File: src/sv/lmcr_pkg.sv
// Shared types, constants and helper functions of the LED matrix column refresh block.
package lmcr_pkg;

  localparam int unsigned MaxColumnsDefault = 64;
  localparam int unsigned RowsMax           = 8;
  localparam int unsigned ColCountW         = 7;
  localparam int unsigned RowCountW         = 4;
  localparam int unsigned DataW             = 8;
  localparam int unsigned CoordW            = 16;
  localparam int unsigned ColorW            = 16;
  localparam int unsigned IndexW            = 6;
  localparam int unsigned ApbAddrW          = 3;
  localparam int unsigned ApbDataW          = 32;

  localparam logic [ColCountW-1:0] ColCountReset = 7'd64;
  localparam logic [RowCountW-1:0] RowCountReset = 4'd8;

  typedef enum logic [1:0] {
    CmdClear   = 2'd0,
    CmdDraw    = 2'd1,
    CmdRefresh = 2'd2,
    CmdNop     = 2'd3
  } cmd_e;

  typedef enum logic {
    RegColumnCount = 1'b0,
    RegRowCount    = 1'b1
  } reg_e;

  typedef enum logic {
    RfIdle = 1'b0,
    RfRun  = 1'b1
  } rf_state_e;

  typedef struct packed {
    logic [ColCountW-1:0] column_count;
    logic [RowCountW-1:0] row_count;
  } cfg_t;

  typedef struct packed {
    logic [DataW-1:0]  data;
    logic [IndexW-1:0] index;
    logic              last;
  } out_item_t;

  // Rows in use: anything above eight behaves as eight.
  function automatic logic [RowCountW-1:0] rows_in_use(logic [RowCountW-1:0] rows);
    logic [RowCountW-1:0] r;
    r = (rows > RowCountW'(RowsMax)) ? RowCountW'(RowsMax) : rows;
    return r;
  endfunction

  // One bit set for every row in use.
  function automatic logic [DataW-1:0] row_mask(logic [RowCountW-1:0] rows);
    logic [DataW:0] m;
    m = ((DataW+1)'(1) << rows) - (DataW+1)'(1);
    return m[DataW-1:0];
  endfunction

endpackage

File: src/sv/lmcr_regs.sv
// APB configuration registers: column count and row count.
module lmcr_regs import lmcr_pkg::*; (
  input  logic                clk_i,
  input  logic                rst_ni,
  input  logic                psel,
  input  logic                penable,
  input  logic                pwrite,
  input  logic [ApbAddrW-1:0] paddr,
  input  logic [ApbDataW-1:0] pwdata,
  output logic [ApbDataW-1:0] prdata,
  output logic                pready,
  output cfg_t                cfg_o
);

  cfg_t cfg_q, cfg_d;
  reg_e sel;
  logic wr_en;

  assign pready = 1'b1;
  assign sel    = reg_e'(paddr[2]);
  assign wr_en  = psel && penable && pwrite && pready;

  always_comb begin
    cfg_d = cfg_q;
    if (wr_en) begin
      case (sel)
        RegColumnCount: cfg_d.column_count = pwdata[ColCountW-1:0];
        RegRowCount:    cfg_d.row_count    = pwdata[RowCountW-1:0];
        default:        cfg_d = cfg_q;
      endcase
    end
  end

  always_comb begin
    case (sel)
      RegColumnCount: prdata = ApbDataW'(cfg_q.column_count);
      RegRowCount:    prdata = ApbDataW'(cfg_q.row_count);
      default:        prdata = '0;
    endcase
  end

  always_ff @(posedge clk_i or negedge rst_ni) begin
    if (!rst_ni) begin
      cfg_q.column_count <= ColCountReset;
      cfg_q.row_count    <= RowCountReset;
    end else begin
      cfg_q <= cfg_d;
    end
  end

  assign cfg_o = cfg_q;

endmodule

File: src/sv/lmcr_store.sv
// Column store: one byte per column in a synchronous memory, with per-column valid bits.
module lmcr_store import lmcr_pkg::*; #(
  parameter int unsigned Depth = MaxColumnsDefault,
  parameter int unsigned AddrW = $clog2(MaxColumnsDefault)
) (
  input  logic             clk_i,
  input  logic             rst_ni,
  input  logic             clr_i,
  input  logic             rd_en_i,
  input  logic [AddrW-1:0] rd_addr_i,
  output logic [DataW-1:0] rd_data_o,
  input  logic             wr_en_i,
  input  logic [AddrW-1:0] wr_addr_i,
  input  logic [DataW-1:0] wr_data_i
);

  logic [DataW-1:0] mem_q [Depth];
  logic [Depth-1:0] vld_q;
  logic [DataW-1:0] rdata_q;
  logic             rvld_q;

  always_ff @(posedge clk_i) begin
    if (wr_en_i) begin
      mem_q[wr_addr_i] <= wr_data_i;
    end
    if (rd_en_i) begin
      rdata_q <= mem_q[rd_addr_i];
      rvld_q  <= vld_q[rd_addr_i];
    end
  end

  // A column that has not been written since reset or the last clear reads as zero.
  always_ff @(posedge clk_i or negedge rst_ni) begin
    if (!rst_ni) begin
      vld_q <= '0;
    end else if (clr_i) begin
      vld_q <= '0;
    end else if (wr_en_i) begin
      vld_q[wr_addr_i] <= 1'b1;
    end
  end

  assign rd_data_o = rvld_q ? rdata_q : '0;

endmodule

File: src/sv/lmcr_draw.sv
// Draw pixel unit: range check, then read-modify-write of one column with forwarding.
module lmcr_draw import lmcr_pkg::*; #(
  parameter int unsigned AddrW = $clog2(MaxColumnsDefault),
  parameter int unsigned CntW  = $clog2(MaxColumnsDefault + 1)
) (
  input  logic                 clk_i,
  input  logic                 rst_ni,
  input  logic                 go_i,
  input  logic                 clr_i,
  input  logic [CoordW-1:0]    pixel_x_i,
  input  logic [CoordW-1:0]    pixel_y_i,
  input  logic [ColorW-1:0]    color_i,
  input  logic [CntW-1:0]      cols_i,
  input  logic [RowCountW-1:0] rows_i,
  output logic                 rd_en_o,
  output logic [AddrW-1:0]     rd_addr_o,
  input  logic [DataW-1:0]     rd_data_i,
  output logic                 wr_en_o,
  output logic [AddrW-1:0]     wr_addr_o,
  output logic [DataW-1:0]     wr_data_o,
  output logic                 busy_o
);

  logic             x_ok, y_ok;
  logic             s1_v_q;
  logic [AddrW-1:0] s1_addr_q;
  logic [2:0]       s1_bit_q;
  logic             s1_lit_q;
  logic             fw_v_q;
  logic [AddrW-1:0] fw_addr_q;
  logic [DataW-1:0] fw_data_q;
  logic [DataW-1:0] base, bit_sel, new_data;

  // Coordinates are signed: a set sign bit is always out of range.
  assign x_ok = !pixel_x_i[CoordW-1] && (pixel_x_i < CoordW'(cols_i));
  assign y_ok = !pixel_y_i[CoordW-1] && (pixel_y_i < CoordW'(rows_i));

  assign rd_en_o   = go_i && x_ok && y_ok;
  assign rd_addr_o = pixel_x_i[AddrW-1:0];

  // The memory returns the old byte when the previous draw wrote the same column
  // in the cycle of this read, so that write is taken from the forwarding register.
  assign base     = (fw_v_q && (fw_addr_q == s1_addr_q)) ? fw_data_q : rd_data_i;
  assign bit_sel  = DataW'(1) << s1_bit_q;
  assign new_data = s1_lit_q ? (base | bit_sel) : (base & ~bit_sel);

  assign wr_en_o   = s1_v_q;
  assign wr_addr_o = s1_addr_q;
  assign wr_data_o = new_data;
  assign busy_o    = s1_v_q;

  always_ff @(posedge clk_i or negedge rst_ni) begin
    if (!rst_ni) begin
      s1_v_q <= 1'b0;
      fw_v_q <= 1'b0;
    end else begin
      s1_v_q <= rd_en_o;
      if (clr_i) begin
        fw_v_q <= 1'b0;
      end else if (s1_v_q) begin
        fw_v_q <= 1'b1;
      end
    end
  end

  always_ff @(posedge clk_i) begin
    if (rd_en_o) begin
      s1_addr_q <= pixel_x_i[AddrW-1:0];
      s1_bit_q  <= pixel_y_i[2:0];
      s1_lit_q  <= (color_i != '0);
    end
    if (s1_v_q) begin
      fw_addr_q <= s1_addr_q;
      fw_data_q <= new_data;
    end
  end

endmodule

File: src/sv/lmcr_refresh.sv
// Refresh sequencer: walks the columns through the store and queues the bytes for output.
module lmcr_refresh import lmcr_pkg::*; #(
  parameter int unsigned AddrW = $clog2(MaxColumnsDefault),
  parameter int unsigned CntW  = $clog2(MaxColumnsDefault + 1)
) (
  input  logic                 clk_i,
  input  logic                 rst_ni,
  input  logic                 start_i,
  input  logic [CntW-1:0]      cols_i,
  input  logic [RowCountW-1:0] rows_i,
  output logic                 rd_en_o,
  output logic [AddrW-1:0]     rd_addr_o,
  input  logic [DataW-1:0]     rd_data_i,
  output logic                 busy_o,
  output logic                 out_valid_o,
  input  logic                 out_stall_i,
  output out_item_t            out_item_o
);

  rf_state_e        state_q, state_d;
  logic [CntW-1:0]  col_q, col_d;
  logic [CntW-1:0]  ncols_q, ncols_d;
  logic [DataW-1:0] mask_q, mask_d;
  logic             is_last;
  logic             issue;
  logic             take;
  logic [1:0]       occ;

  logic             rd_v_q;
  logic [IndexW-1:0] rd_idx_q;
  logic             rd_last_q;
  out_item_t        push;

  logic             out_v_q, out_v_d, sk_v_q, sk_v_d;
  out_item_t        out_q, out_d, sk_q, sk_d;

  assign take = out_v_q && !out_stall_i;
  // Entries held or in flight; a read is issued only when a slot is sure to be free.
  assign occ  = 2'(out_v_q) + 2'(sk_v_q) + 2'(rd_v_q) - 2'(take);

  assign is_last = (({1'b0, col_q} + (CntW+1)'(1)) == {1'b0, ncols_q});
  assign issue   = (state_q == RfRun) && (occ < 2'd2);

  assign rd_en_o   = issue;
  assign rd_addr_o = col_q[AddrW-1:0];
  assign busy_o    = (state_q == RfRun);

  always_comb begin
    state_d = state_q;
    col_d   = col_q;
    ncols_d = ncols_q;
    mask_d  = mask_q;
    case (state_q)
      RfIdle: begin
        if (start_i && (cols_i != '0)) begin
          state_d = RfRun;
          col_d   = '0;
          ncols_d = cols_i;
          mask_d  = row_mask(rows_i);
        end
      end
      RfRun: begin
        if (issue) begin
          col_d = col_q + CntW'(1);
          if (is_last) begin
            state_d = RfIdle;
          end
        end
      end
      default: state_d = RfIdle;
    endcase
  end

  always_ff @(posedge clk_i or negedge rst_ni) begin
    if (!rst_ni) begin
      state_q <= RfIdle;
      rd_v_q  <= 1'b0;
      out_v_q <= 1'b0;
      sk_v_q  <= 1'b0;
    end else begin
      state_q <= state_d;
      rd_v_q  <= issue;
      out_v_q <= out_v_d;
      sk_v_q  <= sk_v_d;
    end
  end

  always_ff @(posedge clk_i) begin
    col_q   <= col_d;
    ncols_q <= ncols_d;
    mask_q  <= mask_d;
    out_q   <= out_d;
    sk_q    <= sk_d;
    if (issue) begin
      rd_idx_q  <= IndexW'(col_q);
      rd_last_q <= is_last;
    end
  end

  assign push.data  = rd_data_i & mask_q;
  assign push.index = rd_idx_q;
  assign push.last  = rd_last_q;

  // Two-entry output queue: the output register and a skid register behind it.
  always_comb begin
    out_d   = out_q;
    out_v_d = out_v_q;
    sk_d    = sk_q;
    sk_v_d  = sk_v_q;
    if (!out_v_q || take) begin
      if (sk_v_q) begin
        out_d   = sk_q;
        out_v_d = 1'b1;
        sk_d    = push;
        sk_v_d  = rd_v_q;
      end else if (rd_v_q) begin
        out_d   = push;
        out_v_d = 1'b1;
      end else begin
        out_v_d = 1'b0;
      end
    end else if (rd_v_q) begin
      sk_d   = push;
      sk_v_d = 1'b1;
    end
  end

  assign out_valid_o = out_v_q;
  assign out_item_o  = out_q;

endmodule

File: src/sv/led_matrix_column_refresh.sv
// Draw: a draw is read at acceptance and written back in the next cycle; draws go at one per cycle
// while no refresh is reading the store. Clear is stalled while a draw write-back is still in flight.
// Refresh: the first column byte passes the state, store read and output registers, then one
// byte per cycle while the output is not stalled, column_count bytes in all but at most the
// store depth, bounded by the single read port. Input is stalled while a refresh reads the store.
// Reset: registers return to 64 columns and 8 rows; the store reads as zeros at once.
module led_matrix_column_refresh import lmcr_pkg::*; #(
  parameter int unsigned MAX_COLUMNS = MaxColumnsDefault
) (
  input  logic                clk_i,
  input  logic                rst_ni,
  input  logic                psel,
  input  logic                penable,
  input  logic                pwrite,
  input  logic [ApbAddrW-1:0] paddr,
  input  logic [ApbDataW-1:0] pwdata,
  output logic [ApbDataW-1:0] prdata,
  output logic                pready,
  input  logic                in_valid_i,
  output logic                in_stall_o,
  input  logic [1:0]          cmd_i,
  input  logic [CoordW-1:0]   pixel_x_i,
  input  logic [CoordW-1:0]   pixel_y_i,
  input  logic [ColorW-1:0]   color_i,
  output logic                out_valid_o,
  input  logic                out_stall_i,
  output logic [DataW-1:0]    column_data_o,
  output logic [IndexW-1:0]   column_index_o,
  output logic                last_column_o
);

  localparam int unsigned AddrW = $clog2(MAX_COLUMNS);
  localparam int unsigned CntW  = $clog2(MAX_COLUMNS + 1);
  localparam int unsigned CmpW  = (CntW > ColCountW) ? CntW : ColCountW;

  cfg_t                 cfg;
  cmd_e                 cmd;
  logic                 accept;
  logic [CntW-1:0]      cols;
  logic [RowCountW-1:0] rows;

  logic             draw_rd_en, draw_wr_en, draw_busy;
  logic [AddrW-1:0] draw_rd_addr, draw_wr_addr;
  logic [DataW-1:0] draw_wr_data;
  logic             rf_rd_en, rf_busy;
  logic [AddrW-1:0] rf_rd_addr;
  logic [DataW-1:0] rd_data;
  logic             st_rd_en;
  logic [AddrW-1:0] st_rd_addr;
  out_item_t        out_item;

  lmcr_regs u_regs (
    .clk_i   (clk_i),
    .rst_ni  (rst_ni),
    .psel    (psel),
    .penable (penable),
    .pwrite  (pwrite),
    .paddr   (paddr),
    .pwdata  (pwdata),
    .prdata  (prdata),
    .pready  (pready),
    .cfg_o   (cfg)
  );

  // Column counts above the store depth act as the store depth.
  assign cols = (CmpW'(cfg.column_count) > CmpW'(MAX_COLUMNS)) ? CntW'(MAX_COLUMNS)
                                                                 : CntW'(cfg.column_count);
  assign rows = rows_in_use(cfg.row_count);

  assign cmd        = cmd_e'(cmd_i);
  assign in_stall_o = rf_busy || (draw_busy && (cmd != CmdDraw));
  assign accept     = in_valid_i && !in_stall_o;

  lmcr_draw #(
    .AddrW (AddrW),
    .CntW  (CntW)
  ) u_draw (
    .clk_i     (clk_i),
    .rst_ni    (rst_ni),
    .go_i      (accept && (cmd == CmdDraw)),
    .clr_i     (accept && (cmd == CmdClear)),
    .pixel_x_i (pixel_x_i),
    .pixel_y_i (pixel_y_i),
    .color_i   (color_i),
    .cols_i    (cols),
    .rows_i    (rows),
    .rd_en_o   (draw_rd_en),
    .rd_addr_o (draw_rd_addr),
    .rd_data_i (rd_data),
    .wr_en_o   (draw_wr_en),
    .wr_addr_o (draw_wr_addr),
    .wr_data_o (draw_wr_data),
    .busy_o    (draw_busy)
  );

  lmcr_refresh #(
    .AddrW (AddrW),
    .CntW  (CntW)
  ) u_refresh (
    .clk_i       (clk_i),
    .rst_ni      (rst_ni),
    .start_i     (accept && (cmd == CmdRefresh)),
    .cols_i      (cols),
    .rows_i      (rows),
    .rd_en_o     (rf_rd_en),
    .rd_addr_o   (rf_rd_addr),
    .rd_data_i   (rd_data),
    .busy_o      (rf_busy),
    .out_valid_o (out_valid_o),
    .out_stall_i (out_stall_i),
    .out_item_o  (out_item)
  );

  // The refresh walk stalls the input, so the two never read in the same cycle.
  assign st_rd_en   = draw_rd_en || rf_rd_en;
  assign st_rd_addr = rf_rd_en ? rf_rd_addr : draw_rd_addr;

  lmcr_store #(
    .Depth (MAX_COLUMNS),
    .AddrW (AddrW)
  ) u_store (
    .clk_i     (clk_i),
    .rst_ni    (rst_ni),
    .clr_i     (accept && (cmd == CmdClear)),
    .rd_en_i   (st_rd_en),
    .rd_addr_i (st_rd_addr),
    .rd_data_o (rd_data),
    .wr_en_i   (draw_wr_en),
    .wr_addr_i (draw_wr_addr),
    .wr_data_i (draw_wr_data)
  );

  assign column_data_o  = out_item.data;
  assign column_index_o = out_item.index;
  assign last_column_o  = out_item.last;

endmodule

File: config.mk
export PLATFORM = sky130hd
export DESIGN_NAME = led_matrix_column_refresh
export DESIGN_NICKNAME = d
export VERILOG_FILES = /design/src/sv/lmcr_pkg.sv /design/src/sv/lmcr_regs.sv /design/src/sv/lmcr_store.sv /design/src/sv/lmcr_draw.sv /design/src/sv/lmcr_refresh.sv /design/src/sv/led_matrix_column_refresh.sv
export SDC_FILE = /design/constraint.sdc
export NUM_CORES = 1
export LEC_CHECK = 0
export BUFFER_PORTS_ARGS = -buffer_cell sky130_fd_sc_hd__buf_4
export CAP_MARGIN = 20
export CORE_AREA = 3 3 269 271
export CTS_CLUSTER_DIAMETER = 60
export CTS_CLUSTER_SIZE = 25
export DETAILED_ROUTE_END_ITERATION = 6
export DIE_AREA = 0 0 272 274
export PLACE_DENSITY = 0.68
export SLEW_MARGIN = 20
export SYNTH_ARGS = -nofsm -noshare
export SYNTH_HDL_FRONTEND = slang
export SYNTH_SLANG_ARGS = --single-unit
File: constraint.sdc
create_clock -name clk_i -period 12.6 [get_ports clk_i]
set_input_delay 0.63 -clock clk_i [delete_from_list [all_inputs] [get_ports clk_i]]
set_output_delay 0.63 -clock clk_i [all_outputs]
set_load 0.02 [all_outputs]
======== Yosys cells after proc, flatten, opt, wreduce, memory -nomap -nowiden ========
Memory sizes are Yosys's and may differ from the RTL's. A register that Yosys moved wholly into a read port is not among the register bits.
Index checks and enable logic that the tools add are counted.
storage, ports and cells
  bits in registers ....................... 165
  RAM bits ................................ 512
  input bits .............................. 92
  output and inout bits ................... 50
  word-level logic and storage cells ...... 127
  memories kept ........................... 1
memories
  memory         words  width  read ports  clocked after Yosys merged registers in  write ports  line              text
  u_store.mem_q  64     8      1           1                                        1            lmcr_store.sv:17  logic [DataW-1:0] mem_q [Depth];
cells by class
  add/sub/neg operators ................... 6
  $lt $le $gt $ge ......................... 8
  equality and inequality tests ........... 8
  shift operators ......................... 2
  muxes and demuxes ....................... 33
  bitwise gates (word level) .............. 7
  reduce and logical (&&, ||, !) cells .... 36
operators with widths
  operator             count
  $mux 64              2
  $or 64x64->64        1
  $pmux 32 s2          1
  $mux 15              4
  $mux 8               3
  $mux 7               3
  $and 8x8->8          2
  $logic_and 1x1->1    16
  $lt 16x4->1          1
  $lt 16x7->1          1
  $reduce_bool 16->1   1
  $lt 6x7->1 const B   2
  $mux 1               14
  $pmux 7 s2           1
  $reduce_and 2->1     6
  $add 7x1->8 const B  1
  $eq 8x7->1           1
  $not 8->8            1
  $or 8x8->8           1
  $shl 1x3->8 const A  1
  $shl 1x4->8 const A  1
  $sub 8x2->8 const B  1
  $add 7x1->7 const B  1
  $gt 7x7->1 const B   1
  other kinds (22)     33

======== Depth between registers and ports, before layout ========
Gate-level depths: netlist (run 1).
  word-level depth ........................ 9
  depth in mapped cells ................... 15
  gate-level depth less buffers ........... 13

======== Hierarchy ========
From an unflattened synthesis (run 1), not the netlist that was laid out.
unflattened totals
  cell total of the unflattened synthesis .. 1599
  area, all modules ....................... 28041.9 sq um
by module, submodules not included
  module                     instances  cells an instance  area each (sq um)  sequential area each (sq um)
  lmcr_store                 1          1202               22914.5            17246.5
  lmcr_refresh               1          180                2713.9             1871.8
  lmcr_draw                  1          132                1472.7             770.7
  lmcr_regs                  1          60                 716.9              277.8
  led_matrix_column_refresh  1          25                 224.0              0.0

======== Least setup slack after synthesis (run 1) ========
Ideal clock, no wire load.
  path type ............................... register -> register
  start ................................... reg u_draw.s1_addr_q[3], in the netlist u_draw.wr_addr_o[3]
  end ..................................... reg u_draw.fw_data_q[0], data pin
  setup time .............................. 0.709 ns
  arrival ................................. 4.235 ns
  data required time ...................... 11.891 ns
  slack ................................... 7.656 ns
  stages on the path, launching flop included .. 8
  path buffers ............................ 2
  period minus slack after synthesis ...... 4.944 ns
  cells stage by stage .................... edfxtp_1 > clkbuf_1 > xnor2_1 > nand4_1 > nor4_1 > clkbuf_1 > a21oi_1 > o21ai_0
between the ends
  cells in the longest elaborated chain, start to end .. 5
  elaborated cells on any way between the ends .. 6
  those cells by class .................... eq/ne: 1; mux: 2; bitwise: 2; reduce/logical: 1
RTL lines
  item                                       line                             text
  from (decl)                                lmcr_draw.sv:26                  logic [AddrW-1:0] s1_addr_q;
  from (signal assigned)                     lmcr_draw.sv:68                  s1_addr_q <= pixel_x_i[AddrW-1:0];
  $eq 6x6->1 (*)                             lmcr_draw.sv:43                  assign base = (fw_v_q && (fw_addr_q == s1_addr_q)) ? fw_data_q : rd_data_i;
  $logic_and 1x1->1 (*)                      lmcr_draw.sv:43
  $mux 8 (*)                                 lmcr_draw.sv:43
  $and 8x8->8 or $or 8x8->8 (tied branches)  lmcr_draw.sv:45                  assign new_data = s1_lit_q ? (base | bit_sel) : (base & ~bit_sel);
  $mux 8 (*)                                 lmcr_draw.sv:45
  named net draw_wr_data[0]                  led_matrix_column_refresh.sv:44  logic [DataW-1:0] draw_wr_data;
  to (signal assigned)                       lmcr_draw.sv:74                  fw_data_q <= new_data;
  to (decl)                                  lmcr_draw.sv:31                  logic [DataW-1:0] fw_data_q;
The timed path passes the listed nets; every way through them passes the cells marked *.
A chain may end at the register's enable or synchronous reset.

======== Worst setup path after layout (run 1) ========
  start ................................... reg u_refresh.out_v_q, in the netlist u_refresh.out_valid_o
  end ..................................... reg u_store.rvld_q, data pin
between the ends
  cells in the longest elaborated chain, start to end .. 8
  elaborated cells on any way between the ends .. 9
  those cells by class .................... add/sub: 3; order compare: 1; mux: 3; reduce/logical: 2
RTL lines
  item                              line                              text
  from (decl)                       lmcr_refresh.sv:34                logic out_v_q, out_v_d, sk_v_q, sk_v_d;
  from (signal assigned)            lmcr_refresh.sv:83                out_v_q <= out_v_d;
  $add 1x1->2                       lmcr_refresh.sv:39                assign occ = 2'(out_v_q) + 2'(sk_v_q) + 2'(rd_v_q) - 2'(take);
  $add 2x1->2                       lmcr_refresh.sv:39
  $sub 2x1->2 (*)                   lmcr_refresh.sv:39
  $lt 2x2->1 (*)                    lmcr_refresh.sv:42                assign issue = (state_q == RfRun) && (occ < 2'd2);
  $logic_and 1x1->1 (*)             lmcr_refresh.sv:42
  $mux 6 (*)                        led_matrix_column_refresh.sv:116  assign st_rd_addr = rf_rd_en ? rf_rd_addr : draw_rd_addr;
  $bmux 1 s6 (*)                    lmcr_store.sv:28                  rvld_q <= vld_q[rd_addr_i];
  $mux 1 (implied by the code) (*)  lmcr_store.sv:28
  to (signal assigned)              lmcr_store.sv:28
  to (decl)                         lmcr_store.sv:20                  logic rvld_q;
Mark *: on every way between the ends. The rest lies on a longest branch, timed or not. The select of a mux whose other input is x is not followed.

==> impl_results.md, run 1 <==
- Quantity of gates resized following cts: 0
- Mean area per synthesized cell: 13.7 sq um
- Worst setup SP type: flop
- Post-synth EDFFs: 604
- Final hold violations: 0
- Die width: 272 um
- Initial Util: 39.9%
- Most used standard cell by instance count after synthesis: edfxtp_1
- Setup Fix Bufs, Post-CTS: 0
- Initial antenna violation count: 4
- Hold slack: around 0.041 ns
- Routed vias: 16903
- Worst slack at placement: approximately 5.7 ns
- Max VDD drop: 0.000204 V
- Setup WS post-layout: 5.88 ns
- Synth Warn #: 0
- Layout cells sized above 1: 12.0%
- Tmin final: around 6.7 ns
- # rows: between 90 and 100
- Max Clk Rate: between 100 and 150 MHz
- Vias/cell: 5.51
- # H-tree levels: 2
- First-pass GRT wire length: slightly above 100000 um
- Die height: 274 um
- Worst EP arrival: 7.02 ns
- Clock Latency Late Sink: 0.59 ns
- Tcrit/Tclk final: 53.3%
- Largest net degree at the start of global routing: 75
- Initial DRT Pass Iterations: 6
- Synth area leaders: edfxtp_1 (65%), dfrtp_1 (7.1%), nand2_1 (5.5%)
- DRC: 0
- Critical Path Start: u_refresh.out_valid_o
- RSZ-0062 raised after global routing: false
- Final slew viol count: 0
- Gr usage total: 17.7%
- Clk_skew: approximately 0.028 ns
- Routability Congestion: 0.863
- Num ports: 142
- Filler instances: 6194
- RR Startpoint: u_refresh.out_valid_o
- Leak pwr: 10.8 nW
- Dpl hpwl: 40600 um
- CP Buf/Inv Count: 3
- Setup TNS: 0 ns
- Port Buffer Count: 88
- GR Overflow Total: 0
- Top cell type's share of synthesized area: 64.9%
- Initial DRC count: between 2000 and 2500
- CP max FO: 74
- Pwr Density: 219 nW/um^2
- Synth unique cells: 54
- Worst Tran Pin Value: 1.13 ns
- Sequential share of the synthesized area: 72.2%
- Clk buf depth: 3
- Worst hold path type: in2async
- Area Growth Syn to Fin: 11.1%
- CTS tree: done
- CP Capture Type: flop
- Slew Limit Headroom: between 20 and 25%
- Max-cap viol count: 0
- WL per Instance: 21.7 um
- Hold_buf cts: 0
- CTS clk-pin slew, worst paths: ~0.1 ns
- Most used DFF post-synth: edfxtp_1
- Synth area leader: edfxtp_1
- Crit-path cells: nor2b_1 -> ha_1 -> inv_1 -> ha_1 -> a21oi_2 -> mux2i_4 -> mux2i_4 -> buf_4 -> buf_4 -> mux4_2 -> a2111oi_0 -> and4_1 -> nand4_1
- Status: finished, final reports clean
- CP max stage delay: 0.91 ns
- Syn Inst Count: 2038
- Root Buffer: clkbuf_16
- Number of global-route vias before repair: 16540
- Total CTS buffers: between 40 and 50
- Slowest CP cell: buf_4
- Core footprint: approximately 70000 sq um
- Worst endpoint required time: 12.90 ns
- Die Area: 74500 sq um
- Setup CP Type: reg2reg
- # setup viols final: 0
- Post-route ant nets: 0
- Commonest cells post-synth: edfxtp_1 (604), nand2_1 (407), nand3_1 (123)
- Crit path max-delay family: multiplexers
- Layout net count: ~2200
- Synth async-reset ratio: between 10% and 20%
- CTS Sinks: 685
- Post-Route WL: 66600 um
- Syn Std Cell Area: roughly 28000 sq um
- Yosys reg bits: just under 700
-- kinds of logic after synthesis --
family                   Yosys count  synth area share [%]
AND/OR/NAND/NOR                  792                  12.8
flip-flops                       685                  72.2
AO/OA/AOI/OAI                    238                  5.48
multiplexers                     147                  5.87
buffers and inverters            143                  2.44
XOR/XNOR                          18                 0.564
adder cells (fa/ha/maj)           13                 0.582
other                              2                0.0269
-- sequential cells by signal, indices dropped and copies added, names as in the netlist, 3 cells and up --
| signal | cells |
|---|---|
| u_refresh.out_item_o | 15 |
| u_draw.s1_bit_q | 3 |
| u_refresh.mask_q | 8 |
| u_store.mem_q | 512 |
| u_refresh.rd_idx_q | 6 |
| u_refresh.col_q | 7 |
| u_refresh.ncols_q | 7 |
| u_draw.fw_data_q | 8 |
| u_refresh.sk_q | 15 |
| u_draw.fw_addr_q | 6 |
| u_store.vld_q | 64 |
| u_draw.wr_addr_o | 6 |
| u_store.rdata_q | 8 |
| u_regs.cfg_o | 11 |
-- layout by cell type (no fill, tap or decap), drive strengths merged, types with 7 or more instances in the layout --
master   synthesis  routed
edfxtp         604     604
nand2          407     407
nand3          123     123
buf             63     117
mux2i          105     105
nor2            99      99
dfrtp           79      79
o21a            65      65
nand4           50      50
clkbuf          66      50
o22ai           45      45
a21oi           44      44
a31oi           42      42
mux2            34      34
inv             14      29
conb             2      26
nor4            23      23
o21ai           23      23
nand3b          18      18
nor2b           15      15
nor3            13      13
ha              13      13
xor2            11      11
nand2b           9       9
and3             8       8
mux4             8       8
a2111oi          8       8
and4             8       8
xnor2            7       7
clkinv           0       7
-- routing by layer --
metal | track usage [%] | share of wire (%)
met1 | 24.4 | 42
met2 | 28.2 | 46
met3 | 3.20 | 8.6
met4 | 6.30 | 3.5
met5 | 0 | 0
-- power breakdown --
group / internal [mW] / switching (mW) / total [mW]
combinational: 0.723 / 1.67 / 2.39
clock: 0.678 / 0.792 / 1.47
sequential: 2.83 / 0.103 / 2.93
-- layout make-up --
| class | count | area [sq um] | share of cell area (%) |
|---|---|---|---|
| sequential | 685 | 20200 | 65.0 |
| timing repair buffer | 117 | 878 | 2.83 |
| clock buffer | 50 | 1120 | 3.62 |
| multi-input combinational | 1234 | 7360 | 23.7 |
| inverter | 14 | 52.6 | 0.169 |
| antenna | 1 | 2.50 | 0.00807 |
| tap | 940 | 1180 | 3.79 |
| clock inverter | 26 | 270 | 0.871 |
-- worst reg2reg max path, delay by kind of cell, from the launching register on --
| kind | cells | cell delay, ns |
|---|---|---|
| flops | 1 | 0.45 |
| compound gates | 2 | 0.63 |
| buf+inv | 3 | 1.86 |
| mux | 3 | 2.24 |
| simple gates | 3 | 0.70 |
| fa+ha+maj | 2 | 0.54 |
-- path summary, 6_finish.rpt --
| kind | slack [ns] | to | cells past startpoint |
|---|---|---|---|
| max in group asynchronous | 11.42 | u_store.vld_q[56] | 2 |
| min | 0.04 | u_regs.cfg_o[0] | 1 |
| max reg2reg | 5.88 | u_store.rvld_q | 13 |
| min reg2reg | 0.46 | u_refresh.sk_q[4] | 0 |
| max | 5.88 | u_store.rvld_q | 13 |
| min in group clk_i | 0.23 | u_draw.s1_bit_q[2] | 1 |
-- stage by stage --
stage	cells	area (sq um)	power (mW)	util [%]
finish	3067	31000	6.79	44.3
global route	3066	31000	7.11	44.3
CTS	3065	31000	6.82	44.3
detailed placement	2989	29600	5.37	42.3
global placement	2989	29600	5.31	42.3
floorplan	2062	28000	4.54	-
No activity file was read; power rests on OpenSTA's default activity.
==> run 2, diff against run 1 <==
--- a/config.mk
+++ b/config.mk
@@ -5,14 +5,15 @@
 export SDC_FILE = /design/constraint.sdc
 export NUM_CORES = 1
 export LEC_CHECK = 0
+export ABC_AREA = 1
 export BUFFER_PORTS_ARGS = -buffer_cell sky130_fd_sc_hd__buf_4
 export CAP_MARGIN = 20
-export CORE_AREA = 3 3 269 271
+export CORE_AREA = 3 3 281 283
 export CTS_CLUSTER_DIAMETER = 60
 export CTS_CLUSTER_SIZE = 25
 export DETAILED_ROUTE_END_ITERATION = 6
-export DIE_AREA = 0 0 272 274
-export PLACE_DENSITY = 0.68
+export DIE_AREA = 0 0 284 286
+export PLACE_DENSITY = 0.7
 export SLEW_MARGIN = 20
 export SYNTH_ARGS = -nofsm -noshare
 export SYNTH_HDL_FRONTEND = slang
==> constraint.sdc (replaced) <==
create_clock -name clk_i -period 5.8 [get_ports clk_i]
set_input_delay 0.29 -clock clk_i [delete_from_list [all_inputs] [get_ports clk_i]]
set_output_delay 0.29 -clock clk_i [all_outputs]
set_load 0.02 [all_outputs]
==> run 2 against run 1 <==
Worst hold slack worse by 0.0048 ns; sequential power is 120% higher; count of clock-buffer cells in the layout down 1; first-iteration DRC count is 10% higher; clock power is 120% higher; sequential share of layout area fell by 5.5 points; register-to-register slack got worse by 4.2 ns; worst setup slack got worse by 4.2 ns; clock skew hardly changed; highest routed layer unchanged; combinational power grew to 4.1 times the previous value.
==> impl_results.md, run 2 <==
- Root Buffer: clkbuf_16 (unchanged)
- CTS clk-pin slew, worst paths: 0.10 ns (about the same)
- Status: finished, final reports clean (unchanged)
- Top reg by flops: u_store.mem_q (unchanged)
- Initial Util: 39.8% (was 39.9%)
- CTS tree: done (unchanged)
- Setup Fix Bufs, Post-CTS: 0 (unchanged)
- Total power: 19.6 mW (was 6.79 mW)
- WL per Instance: 17.7 um (was 21.7 um)
- Reg power frac: 33.3% (was 43.2%)
- Final hold violations: 0 (unchanged)
- Clk_skew: 0.0281 ns (was 0.0280 ns)
- Die width: 284 um (was 272 um)
- Clock Latency Late Sink: 0.60 ns (was 0.59 ns)
- Synth unique cells: 38 (was 54)
- Routability Congestion: 0.838 (was 0.863)
- Yosys reg bits: 685 (unchanged)
- Sequential cell area: 20200 sq um (unchanged)
- CP Capture Type: flop (unchanged)
- Leading cell type in the layout, fill and taps excluded: nand2_1 (was edfxtp_1)
- Worst EP arrival: 4.49 ns (was 7.02 ns)
- Area Growth Syn to Fin: 10.7% (was 11.1%)
- Synth async-reset ratio: 11.8% (unchanged)
- Gr usage total: 18.1% (was 17.7%)
- Layout net count: 3243 (was 2198)
- Total CTS buffers: 39 (was 41)
- Layout cells sized above 1: 6.73% (was 12.0%)
- Multi-input combinational cell area: 7720 sq um (was 7360 sq um)
- N_diodes: 0 (was 1)
- Clock power share: 16.5% (was 21.6%)
- DRC: 0 (unchanged)
- Max-cap viol count: 0 (unchanged)
- CP max FO: 106 (was 74)
- Non-filler cells, final: 4207 (was 3067)
- Tcrit/Tclk final: 71.3% (was 53.3%)
- Tmin final: 4.14 ns (was 6.72 ns)
- Final slew viol count: 0 (unchanged)
- Placed cells: 4119 (was 2989)
- Vias/cell: 5.00 (was 5.51)
- Filler instances: 7005 (was 6194)
- # setup viols final: 0 (unchanged)
- P_int: 10.6 mW (was 4.23 mW)
- Sw Share: 46.1% (was 37.7%)
- Post-route ant nets: 0 (unchanged)
- Syn Inst Count: 3093 (was 2038)
- Setup CP Type: reg2reg (unchanged)
- Most used standard cell by instance count after synthesis: nand2_1 (was edfxtp_1)
- Clk buf depth: 3 (unchanged)
- Max Clk Rate: 242 MHz (was 149 MHz)
- GR Overflow Total: 0 (unchanged)
- Synth Warn #: 0 (unchanged)
- Top cell type's share of synthesized area: 59.2% (was 64.9%)
- RSZ-0062 raised after global routing: false (unchanged)
- Syn Std Cell Area: 30600 sq um (was 27900 sq um)
- Post-synth EDFFs: 604 (unchanged)
- Max reg flops: 512 (unchanged)
- Worst setup SP type: flop (unchanged)
- Pwr Density: 580 nW/um^2 (was 219 nW/um^2)
- Sequential share of the synthesized area: 65.9% (was 72.2%)
- Synth area leader: edfxtp_1 (unchanged)
- Post-Route WL: 74500 um (was 66600 um)
- Mean area per synthesized cell: 9.90 sq um (was 13.7 sq um)
- Initial antenna violation count: 0 (was 4)
- CTS Sinks: 685 (unchanged)
- # rows: 102 (was 97)
- Most frequent cells in the layout: nand2_1 (789), edfxtp_1 (604), inv_1 (563) (was edfxtp_1 (604), nand2_1 (407), nand3_1 (123))
- Die height: 286 um (was 274 um)
- Worst Tran Pin Value: 1.08 ns (was 1.13 ns)
- Leak pwr: 14.5 nW (was 10.8 nW)
- Dpl hpwl: 43600 um (was 40600 um)
- Setup TNS: 0 ns (unchanged)
- Worst hold path type: in2reg (was in2async)
- # H-tree levels: 2 (unchanged)
- Largest regs: u_store.mem_q: 512 flops, u_store.vld_q: 64 flops (unchanged)
- Synth area leaders: edfxtp_1 (59%), nand2_1 (9.7%), nand3_1 (8.7%) (was edfxtp_1 (65%), dfrtp_1 (7.1%), nand2_1 (5.5%))
- Largest net degree at the start of global routing: 145 (was 75)
- Slew Limit Headroom: 28.1% (was 24.3%)
- Number of global-route vias before repair: 19776 (was 16540)
- Worst endpoint required time: 6.15 ns (was 12.90 ns)
- Core footprint: 77000 sq um (was 70000 sq um)
- Net Sw Power: 9.05 mW (was 2.56 mW)
- Max VDD drop: 0.000860 V (was 0.000204 V)
- Initial DRT Pass Iterations: 6 (unchanged)
- Commonest cells post-synth: nand2_1 (790), edfxtp_1 (604), inv_1 (563) (was edfxtp_1 (604), nand2_1 (407), nand3_1 (123))
- Num ports: 142 (unchanged)
- Combinational Power Share: 50.2% (was 35.2%)
- Most used DFF post-synth: edfxtp_1 (unchanged)
- Die Area: 81200 sq um (was 74500 sq um)
- Routed vias: 21028 (was 16903)
- Port Buffer Count: 88 (unchanged)
- First-pass GRT wire length: 114000 um (was 101000 um)
- Initial DRC count: 2347 (was 2134)
## run 2: cell type report
class / instances / share of cell area (%)
clock buffers: 49 / 3.12
clock inverters: 21 / 0.975
inverters: 569 / 6.31
multi-input cells: 1704 / 22.8
flip-flops and latches: 685 / 59.5
well taps: 1040 / 3.84
repair buffers: 139 / 3.47
## run 2: critical path: stages (launching register included)
cell and delay (ns):
dfrtp_1 0.45, inv_1 0.07, nor2_1 0.04, ha_1 0.26
inv_1 0.04, ha_1 0.26, nand2_1 0.09, nand2_1 0.08
nand2_2 0.09, nand3_4 0.22, nand2_1 0.30, nand2_8 0.38
buf_4 0.45, nand2_1 0.08, nand2_1 0.05, nand2_1 0.05
nand3_1 0.10, nand3_1 0.15, nand3_1 0.18, nand3_1 0.25
nand2_1 0.08
## run 2: path summary, 6_finish.rpt
kind / from / endpoint / slack, ns / cells past startpoint
max reg2reg: u_refresh.out_valid_o / u_store.rdata_q[7] / 1.66 / 20
min: cmd_i[0] / u_refresh.busy_o / 0.04 / 4
max in group asynchronous: rst_ni / u_store.vld_q[59] / 4.28 / 3
min in group asynchronous: rst_ni / u_store.vld_q[6] / 0.17 / 2
min reg2reg: u_refresh.rd_idx_q[2] / u_refresh.sk_q[3] / 0.46 / 0
max: u_refresh.out_valid_o / u_store.rdata_q[7] / 1.66 / 20
## run 2: what timing repair did
| action | CTS | global route |
|---|---|---|
| endpoints found under the setup margin | 0 | 0 |
| hold buffers | 18 | 0 |
| gates resized for setup | 0 | 0 |
| endpoints found under the hold margin | 41 | 0 |
## run 2: metal layers
metal	vias up	wire length [um]	track usage, %
li1	10028	-	-
met1	9995	30100	23.6
met2	838	34900	29.9
met3	167	6000	2.73
met4	0	3590	8.22
met5	-	0	0
## run 2: logic make-up after synthesis
logic type               synth area share [%]
AND/OR/NAND/NOR                          22.0
buffers and inverters                    9.63
flip-flops                               65.9
AO/OA/AOI/OAI                            1.61
adder cells (fa/ha/maj)                 0.531
XOR/XNOR                                0.343
other                                  0.0245
## run 2: power by group through the flow
stage                     combinational (mW)  clock (mW)  sequential (mW)
after floorplan                         6.46           0             6.72
after global placement                  9.58           0             6.64
after detailed placement                9.74           0             6.64
after CTS                               9.80        3.28             6.53
after global routing                    10.8        3.45             6.57
final                                   9.87        3.24             6.53
## run 2: through the flow
step	hold slack, ns	worst slack, ns	utilization [%]	instance area, sq um
detailed placement	0.225	1.71	42.0	32300
global placement	0.221	1.79	42.0	32300
CTS	0.00663	1.67	44.0	33900
global route	0.0593	1.38	44.0	33900
finish	0.0364	1.66	44.0	33900
floorplan	-0.00559	1.89	-	30700
